==> config.mk <==
export PLATFORM = sky130hd
export DESIGN_NAME = fault_code_scan_and_rotate
export DESIGN_NICKNAME = d
export VERILOG_FILES = /design/src/rtl/fcsr_pkg.sv /design/src/rtl/fcsr_ram.sv /design/src/rtl/fcsr_scan.sv /design/src/rtl/fault_code_scan_and_rotate.sv
export SDC_FILE = /design/constraint.sdc
export NUM_CORES = 1
export LEC_CHECK = 0
export BUFFER_PORTS_ARGS = -buffer_cell sky130_fd_sc_hd__clkbuf_2
export CAP_MARGIN = 20
export CORE_MARGIN = 4
export CORE_UTILIZATION = 55
export CTS_BUF_LIST = sky130_fd_sc_hd__clkbuf_16
export CTS_CLUSTER_DIAMETER = 80
export DETAILED_ROUTE_END_ITERATION = 12
export PLACE_DENSITY = 0.78
export SYNTH_ARGS = -nofsm -noshare
export SYNTH_HDL_FRONTEND = slang
export SYNTH_SLANG_ARGS = --single-unit
==> constraint.sdc <==
create_clock -name clk -period 4.1 [get_ports clk]
set_clock_uncertainty 0.2 [all_clocks]
set_input_delay 0 -clock clk [delete_from_list [all_inputs] [get_ports clk]]
set_output_delay 0 -clock clk [all_outputs]
set_load 0.05 [all_outputs]
==> src/rtl/fcsr_pkg.sv <==
// Shared constants, codes and types of the fault code scan and rotate block.
package fcsr_pkg;

  localparam int WORD_W     = 64;
  localparam int FAULT_BITS = 64;
  localparam int LIST_DEPTH = 64;
  localparam int CODE_W     = 7;
  localparam int CNT_W      = $clog2(LIST_DEPTH + 1);
  localparam int IDX_W      = $clog2(LIST_DEPTH);
  localparam int BIT_IDX_W  = $clog2(FAULT_BITS);

  localparam logic OP_CAPTURE = 1'b0;
  localparam logic OP_SEND    = 1'b1;

  typedef enum logic [1:0] {
    ST_IDLE,
    ST_SCAN,
    ST_READ,
    ST_DONE
  } state_t;

  typedef struct packed {
    logic              wr;
    logic [CODE_W-1:0] code;
    logic              done;
  } scan_t;

endpackage

==> src/rtl/fcsr_ram.sv <==
// Generic single-write, single-read RAM with a registered read port.
module fcsr_ram #(
  parameter int WIDTH = 8,
  parameter int DEPTH = 16
) (
  input  logic                     clk,
  input  logic                     we,
  input  logic [$clog2(DEPTH)-1:0] waddr,
  input  logic [WIDTH-1:0]         wdata,
  input  logic [$clog2(DEPTH)-1:0] raddr,
  output logic [WIDTH-1:0]         rdata
);

  logic [WIDTH-1:0] mem [DEPTH];

  always_ff @(posedge clk) begin
    if (we) begin
      mem[waddr] <= wdata;
    end
    rdata <= mem[raddr];
  end

endmodule

==> src/rtl/fcsr_scan.sv <==
// Bit-serial scanner that shifts the fault word out one flag per cycle.
module fcsr_scan (
  input  logic                       clk,
  input  logic                       rst,
  input  logic                       start,
  input  logic [fcsr_pkg::WORD_W-1:0] word,
  output fcsr_pkg::scan_t            scan
);

  logic [fcsr_pkg::FAULT_BITS-1:0] shreg;
  logic [fcsr_pkg::BIT_IDX_W-1:0]  idx;
  logic                            busy;
  logic                            last;

  assign last = (idx == fcsr_pkg::BIT_IDX_W'(fcsr_pkg::FAULT_BITS - 1));

  always_ff @(posedge clk) begin
    if (rst) begin
      busy <= 1'b0;
    end else if (start) begin
      busy <= 1'b1;
    end else if (busy && last) begin
      busy <= 1'b0;
    end
  end

  always_ff @(posedge clk) begin
    if (start) begin
      shreg <= word[fcsr_pkg::FAULT_BITS-1:0];
      idx   <= '0;
    end else if (busy) begin
      shreg <= shreg >> 1;
      idx   <= idx + fcsr_pkg::BIT_IDX_W'(1);
    end
  end

  assign scan.wr   = busy & shreg[0];
  assign scan.code = fcsr_pkg::CODE_W'(idx) + fcsr_pkg::CODE_W'(1);
  assign scan.done = busy & last;

endmodule

==> src/rtl/fault_code_scan_and_rotate.sv <==
// Top level of the fault code scan and rotate block.
// An input word is either a capture (operation 0) or a send (operation 1).
// A capture with key_on set and no round pending scans fault_bits one bit
// per cycle from bit 0 upward and stores code n+1 for every set bit n.
// A send returns the most recently stored code, so codes leave highest
// first, and returns 0 once the list is empty.
// Every input word gives exactly one output word on the out channel.
// The block works on one word at a time and holds in_stall high while busy.
// A scanning capture gives its result once the bit-serial scan of the
// fault word is through; a send that reads the list waits for the
// registered RAM read. Any other word goes straight from idle to done.
// The result sits in an output register; while out_stall is high it holds,
// and the block waits before loading the next result.
// Synchronous reset empties the list, clears the pending round and drops
// out_valid; the list RAM needs no clearing.
module fault_code_scan_and_rotate (
  input  logic                            clk,
  input  logic                            rst,
  input  logic                            in_valid,
  output logic                            in_stall,
  input  logic                            operation,
  input  logic                            key_on,
  input  logic [fcsr_pkg::WORD_W-1:0]     fault_bits,
  output logic                            out_valid,
  input  logic                            out_stall,
  output logic [fcsr_pkg::CODE_W-1:0]     fault_code,
  output logic [fcsr_pkg::CNT_W-1:0]      codes_left,
  output logic                            round_pending
);

  fcsr_pkg::state_t             state;
  fcsr_pkg::state_t             state_next;
  logic [fcsr_pkg::CNT_W-1:0]   count;
  logic [fcsr_pkg::CNT_W-1:0]   count_next;
  logic [fcsr_pkg::CNT_W-1:0]   count_dec;
  logic                         pending;
  logic                         pending_next;
  logic [fcsr_pkg::CODE_W-1:0]  res_code;
  logic [fcsr_pkg::CODE_W-1:0]  res_code_next;
  logic                         load_out;
  logic                         scan_start;
  logic                         ram_we;
  logic [fcsr_pkg::CODE_W-1:0]  ram_rdata;
  fcsr_pkg::scan_t              scan;

  assign count_dec = count - fcsr_pkg::CNT_W'(1);
  assign in_stall  = (state != fcsr_pkg::ST_IDLE);

  fcsr_scan u_scan (
    .clk   (clk),
    .rst   (rst),
    .start (scan_start),
    .word  (fault_bits),
    .scan  (scan)
  );

  fcsr_ram #(
    .WIDTH (fcsr_pkg::CODE_W),
    .DEPTH (fcsr_pkg::LIST_DEPTH)
  ) u_list (
    .clk   (clk),
    .we    (ram_we),
    .waddr (count[fcsr_pkg::IDX_W-1:0]),
    .wdata (scan.code),
    .raddr (count_dec[fcsr_pkg::IDX_W-1:0]),
    .rdata (ram_rdata)
  );

  always_ff @(posedge clk) begin
    if (rst) begin
      state   <= fcsr_pkg::ST_IDLE;
      count   <= '0;
      pending <= 1'b0;
    end else begin
      state   <= state_next;
      count   <= count_next;
      pending <= pending_next;
    end
  end

  always_ff @(posedge clk) begin
    res_code <= res_code_next;
  end

  always_comb begin
    state_next    = state;
    count_next    = count;
    pending_next  = pending;
    res_code_next = res_code;
    load_out      = 1'b0;
    scan_start    = 1'b0;
    ram_we        = 1'b0;
    unique case (state)
      fcsr_pkg::ST_IDLE: begin
        if (in_valid) begin
          if (operation == fcsr_pkg::OP_CAPTURE && key_on && !pending) begin
            scan_start = 1'b1;
            state_next = fcsr_pkg::ST_SCAN;
          end else if (operation == fcsr_pkg::OP_SEND && count != '0) begin
            state_next = fcsr_pkg::ST_READ;
          end else begin
            res_code_next = '0;
            if (operation == fcsr_pkg::OP_SEND) begin
              pending_next = 1'b0;
            end
            state_next = fcsr_pkg::ST_DONE;
          end
        end
      end
      fcsr_pkg::ST_SCAN: begin
        ram_we = scan.wr;
        if (scan.wr) begin
          count_next = count + fcsr_pkg::CNT_W'(1);
        end
        if (scan.done) begin
          pending_next  = 1'b1;
          res_code_next = '0;
          state_next    = fcsr_pkg::ST_DONE;
        end
      end
      fcsr_pkg::ST_READ: begin
        res_code_next = ram_rdata;
        count_next    = count_dec;
        pending_next  = (count_dec != '0);
        state_next    = fcsr_pkg::ST_DONE;
      end
      fcsr_pkg::ST_DONE: begin
        if (!out_valid || !out_stall) begin
          load_out   = 1'b1;
          state_next = fcsr_pkg::ST_IDLE;
        end
      end
      default: begin
        state_next = fcsr_pkg::ST_IDLE;
      end
    endcase
  end

  always_ff @(posedge clk) begin
    if (rst) begin
      out_valid <= 1'b0;
    end else if (load_out) begin
      out_valid <= 1'b1;
    end else if (!out_stall) begin
      out_valid <= 1'b0;
    end
  end

  always_ff @(posedge clk) begin
    if (load_out) begin
      fault_code    <= res_code;
      codes_left    <= count;
      round_pending <= pending;
    end
  end

endmodule

# Word level (Yosys, flattened, before mapping)
# Memory sizes are Yosys's and may differ from the RTL's. A register that Yosys moved wholly into a read port is not among the register bits.
# Cells that the tools add are included.
# op_classes
add_sub_neg	4
n_eq_ne	12
muxes	33
bitwise	3
n_reduce_logical	20
# op_table
operator	n
$mux 64	2
$mux 7	5
$pmux 7 s3	1
$mux 1	18
$ne 2x2->1 const B	7
$pmux 7 s2	1
$reduce_bool 7->1	2
$mux 2	4
$pmux 2 s4	1
$reduce_bool 2->1	4
$add 6x1->7 const B	1
$add 7x1->7 const B	1
$sub 7x1->7 const B	1
$add 6x1->6 const B	1
$eq 6x6->1 const B	1
$reduce_and 6->1	1
$reduce_and 5->1	1
$eq 2x2->1 const B	2
$logic_and 1x1->1	4
$logic_not 1->1	3
$pmux 1 s3	1
$reduce_and 3->1	1
$reduce_bool 3->1	1
$and 1x1->1	2
6 further kinds	6
# totals
register_bits	104
ramBits	448
output_inout_bits	17
wordCells	84
memories	1
# memory_table
name	depth	width	rd	rd_ports_with_merged_regs	wr	line_no	source
u_list.mem	64	7	1	1	1	fcsr_ram.sv:14	logic [WIDTH-1:0] mem [DEPTH];

# Depth between registers and ports, before layout
# depth
ltp_word	7
depth_mapped	16
ltp_nobuf	8

# Modules after synthesis
# A second synthesis with hierarchy kept.
# unflattened
cells_unflattened	1156
hier_area_um2	22312.6
# by_module_without_submodules
module	n_inst	cells_each	area_per_inst_um2	seq_area_each_um2
fcsr_ram	1	827	17635.7	13593.0
fcsr_scan	1	179	3052.9	2062.0
fault_code_scan_and_rotate	1	150	1624.1	880.8

# Worst setup path before layout
# Ideal clock, no wire load.
# synth_timing
path_kind	reg-to-reg
from	register u_scan.idx[2] in the netlist's numbering
to	memory u_list.mem[0][5] in the netlist's numbering (data pin)
arrival_ns	2.729
required_ns	3.332
path_slack_ns	0.604
stages_incl_launch_ff	5
n_path_buf	1
synth_period_minus_slack_ns	3.496
path_cell_list	dfxtp_1 > clkbuf_1 > and3_1 > nand3_1 > xnor2_1
# synth_lines
element	line_no	source
start, declared	fcsr_scan.sv:11	logic [fcsr_pkg::BIT_IDX_W-1:0] idx;
start signal, assigned	fcsr_scan.sv:33	idx <= idx + fcsr_pkg::BIT_IDX_W'(1);
end, declared	fcsr_ram.sv:14	

# Worst setup path after layout
# layout_timing
from	register u_scan.idx[0] in the netlist's numbering
to	register state[1]
# layout_via
elab_chain_cells	4
# layout_lines
element	line_no	source
$eq 6x6->1	fcsr_scan.sv:15	assign last = (idx == fcsr_pkg::BIT_IDX_W'(fcsr_pkg::FAULT_BITS - 1));
$and 1x1->1	fcsr_scan.sv:39	assign scan.done = busy & last;
$ne 2x2->1 (no line)	-	
$reduce_and 3->1 (no line)	-	
end signal, assigned	fault_code_scan_and_rotate.sv:71	state <= fcsr_pkg::ST_IDLE;
end signal, assigned	fault_code_scan_and_rotate.sv:75	state <= state_next;
end, declared	fault_code_scan_and_rotate.sv:31	fcsr_pkg::state_t state;
# Every way passes these cells.
# A chain may end at the register's enable or synchronous reset.

==> results_dict.tcl <==
set metrics [dict create \
    regArea_um2 16500 \
    finalPower_uw 18600 \
    route.vias.total 13700 \
    cts-root-buf "clkbuf_16" \
    place.gp.congestion 0.933 \
    ctsHoldBuffers 90 \
    grt_pass1_vias 13900 \
    p_seq_frac 0.387 \
    syn_nets 1480 \
    routed_wirelength_mm 58.1 \
    synth-seq-cells 559 \
    worstSkewPairLatency_ps 600 \
    viasPerCell 6.34 \
    netlist_instances 1401 \
    start_util 0.560 \
    clock_sinks 559 \
    synthSimpleGateAreaFrac 0.0990 \
    grt_antenna_before_repair 2 \
    hold_viol_final 0 \
    cp_data_required_time_ps 4430 \
    multi_input_area_um2 5430 \
    core_um2 39900 \
    fin_hold_ws_ps 31.9 \
    cts.clk_slew.worst_paths_ps 60 \
    synth_edf_count 534 \
    drv_slew 0 \
    drive_gt1_frac 0.192 \
    synthAdderAreaFrac 0.00504 \
    yosys_warnings 0 \
    cpMaxStageDelayCell "dlygate4sd3_1" \
    dp_hpwl_mm 31.7 \
    track_usage 0.263 \
    swShare 0.347 \
    finalSetupTns_ps 0 \
    post-place-cells 1977 \
    outcome "finished, final reports clean" \
    period_needed_ps 3510 \
    ctsResizeCount 0 \
    synth_compound_area_frac 0.0281 \
    overflow 0 \
    area_growth_pct 16.6 \
    io_buffers 86 \
    cp-end-kind "register" \
    fin_cells 2169 \
    fp-row-count 73 \
    synth-async-reset-ratio 0 \
    die_y_um 210 \
    synth_mux_area_frac 0.0999 \
    die_w_um 210 \
    maxSlewHeadroom 0.317 \
    startpoint_type "register" \
    path_cells "ha_2 > nand4_1 > o2bb2ai_1 > a31o_2 > or3_1 > dlygate4sd3_1 > a21oi_1 > dlygate4sd3_1" \
    drt_iter0_markers 2048 \
    clk_path_buf_depth 3 \
    pwr_density_cell_nw_per_um2 715 \
    synth_top_family_by_area "multiplexers" \
    syn_area_um2 22300 \
    dieArea_um2 43900 \
    rsz0062_at_grt "no" \
    layout_setup_ws_ps 593 \
    pwr-share-comb 0.357 \
    path_common_cell "dlygate4sd3_1" \
    hp-class "input port to register" \
    critical_path_class "register to register" \
    synth_ff_type "edfxtp_1" \
    cts-buffers-inserted 54 \
    wl_per_cell_um 26.8 \
    clock.fmax_mhz 285 \
    setup_viol_count_final 0 \
    critPathArrivalTime_ps 3840 \
    worst_pin_slew_ps 1020 \
    synth_seq_area_share 0.740 \
    worstPathMaxFanout 7 \
    p_int_uw 12200 \
    cp_slowest_stage_delay_ps 580 \
    cts_tree "built" \
    postSynthAreaPerCell_um2 15.9 \
    grt_first_pass_wirelength_mm 87.2 \
    power.clock.fraction 0.257 \
    synthXorXnorAreaFrac 0.00790 \
    htree_levels 2 \
    fin_crit_sh 0.855 \
    fill_cells 2424 \
    peakVddDrop_mv 0.872 \
    cts_setup_buffers 0 \
    synth.distinct_cells 57 \
    ios 87 \
    pre_cts_slack_ps 703 \
    grt_max_degree 87 \
    ant_nets 0 \
    p_leak_uw 0.00923 \
    power.switching_uw 6460 \
    first_pass_iters 6 \
    drv_cap 0 \
    post-route-drc-count 0 \
    nNetsFinal 1677 \
]
-- layout by cell type (no fill, tap or decap), types with 4 or more instances in the layout --
master / netlist / final
inv_1: 10 / 28
nand4_1: 5 / 5
bufinv_16: 0 / 4
xnor2_1: 10 / 6
a32oi_1: 5 / 5
dfxtp_1: 25 / 24
clkinv_1: 1 / 9
a21oi_1: 7 / 7
nor4_1: 5 / 5
nor2_1: 110 / 110
mux2_2: 9 / 9
dlygate4sd3_1: 0 / 90
clkbuf_16: 0 / 54
xnor2_2: 0 / 4
buf_4: 5 / 39
a211oi_1: 14 / 14
nand3_1: 46 / 46
nand2_1: 316 / 315
nor3_1: 4 / 4
or3_1: 5 / 5
clkbuf_2: 0 / 86
o22ai_1: 10 / 10
o21ai_0: 6 / 6
xor2_1: 7 / 6
clkinv_2: 0 / 12
ha_1: 9 / 7
and2_1: 21 / 20
a31oi_1: 5 / 5
a31o_1: 5 / 5
edfxtp_1: 534 / 534
and3_1: 9 / 8
mux4_2: 86 / 86
mux2i_1: 14 / 14
buf_12: 1 / 4
a311oi_1: 5 / 5
a41o_1: 5 / 5
-- logic make-up (layout without fill, tap and decap cells) --
kind of cell    Yosys count  count (layout)
flops                   559             559
fa+ha+maj                 9               9
xor+xnor                 18              18
other cells               0               1
buf+inv                  89             331
compound gates           83              83
simple gates            532             532
mux                     111             111
-- state kept, by name (all words and copies together) (netlist names) --
name / flops
codes_left: 7
count: 7
fault_code: 7
out_valid: 1
pending: 1
res_code: 7
round_pending: 1
state: 2
u_list.mem: 448
u_list.rdata: 7
u_scan.busy: 1
u_scan.idx: 6
u_scan.shreg: 64
-- Yosys cell counts (9+ instances only) --
cell,number,area [µm²]
edfxtp_1,534,16000
nand2_1,316,1190
nor2_1,110,413
mux4_2,86,1940
nand3_1,46,230
clkbuf_1,39,146
dfxtp_1,25,500
and2_1,21,131
buf_2,20,100
a211oi_1,14,105
mux2i_1,14,140
inv_1,10,37.5
o22ai_1,10,62.6
xnor2_1,10,87.6
and3_1,9,56.3
ha_1,9,113
mux2_2,9,101
-- critical path: cells and delay by family, from the launching register on --
| kind | cells | cell delay (ps) |
|---|---|---|
| flops | 1 | 490 |
| buf+inv | 2 | 1160 |
| compound gates | 3 | 700 |
| simple gates | 2 | 570 |
| fa+ha+maj | 1 | 350 |
-- worst paths after layout --
kind / from / slack, ps / cells after the start / endpoint
worst max register to register: u_scan.idx[0] / 590 / 8 / state[1]
worst min register to register: res_code[6] / 220 / 0 / fault_code[6]
worst min-delay path: fault_bits[44] / 30 / 4 / u_scan.shreg[44]
worst max-delay path: u_scan.idx[0] / 590 / 8 / state[1]
-- layout make-up --
class / count / area share
clock buffers: 54 / 0.0519
inverters: 11 / 0.00158
flip-flops and latches: 559 / 0.635
clock inverters: 47 / 0.0124
well taps: 525 / 0.0252
diodes: 1 / 0.0000961
repair buffers: 219 / 0.0654
multi-input cells: 753 / 0.208
-- power by group through the flow --
stage / combinational (µW) / clock (µW) / sequential (µW)
5_1_grt: 7010 / 5050 / 7210
4_1_cts: 6500 / 4760 / 7190
2_1_floorplan: 4390 / 0 / 7280
3_5_place_dp: 6260 / 0 / 7300
3_3_place_gp: 6110 / 0 / 7290
6_report: 6640 / 4780 / 7200
-- per-layer routing --
layer,share of wire,global-route usage
met3,0.10,0.0571
met2,0.50,0.430
met5,0.00022,0
met4,0.055,0.125
met1,0.35,0.339
-- through the flow --
stage / cell area [µm²] / utilization
after floorplan: 22300 / -
after global placement: 23500 / 0.588
after detailed placement: 23500 / 0.588
after CTS: 26000 / 0.653
after global routing: 26100 / 0.653
final: 26100 / 0.653
(Power assumes the default switching activity.)
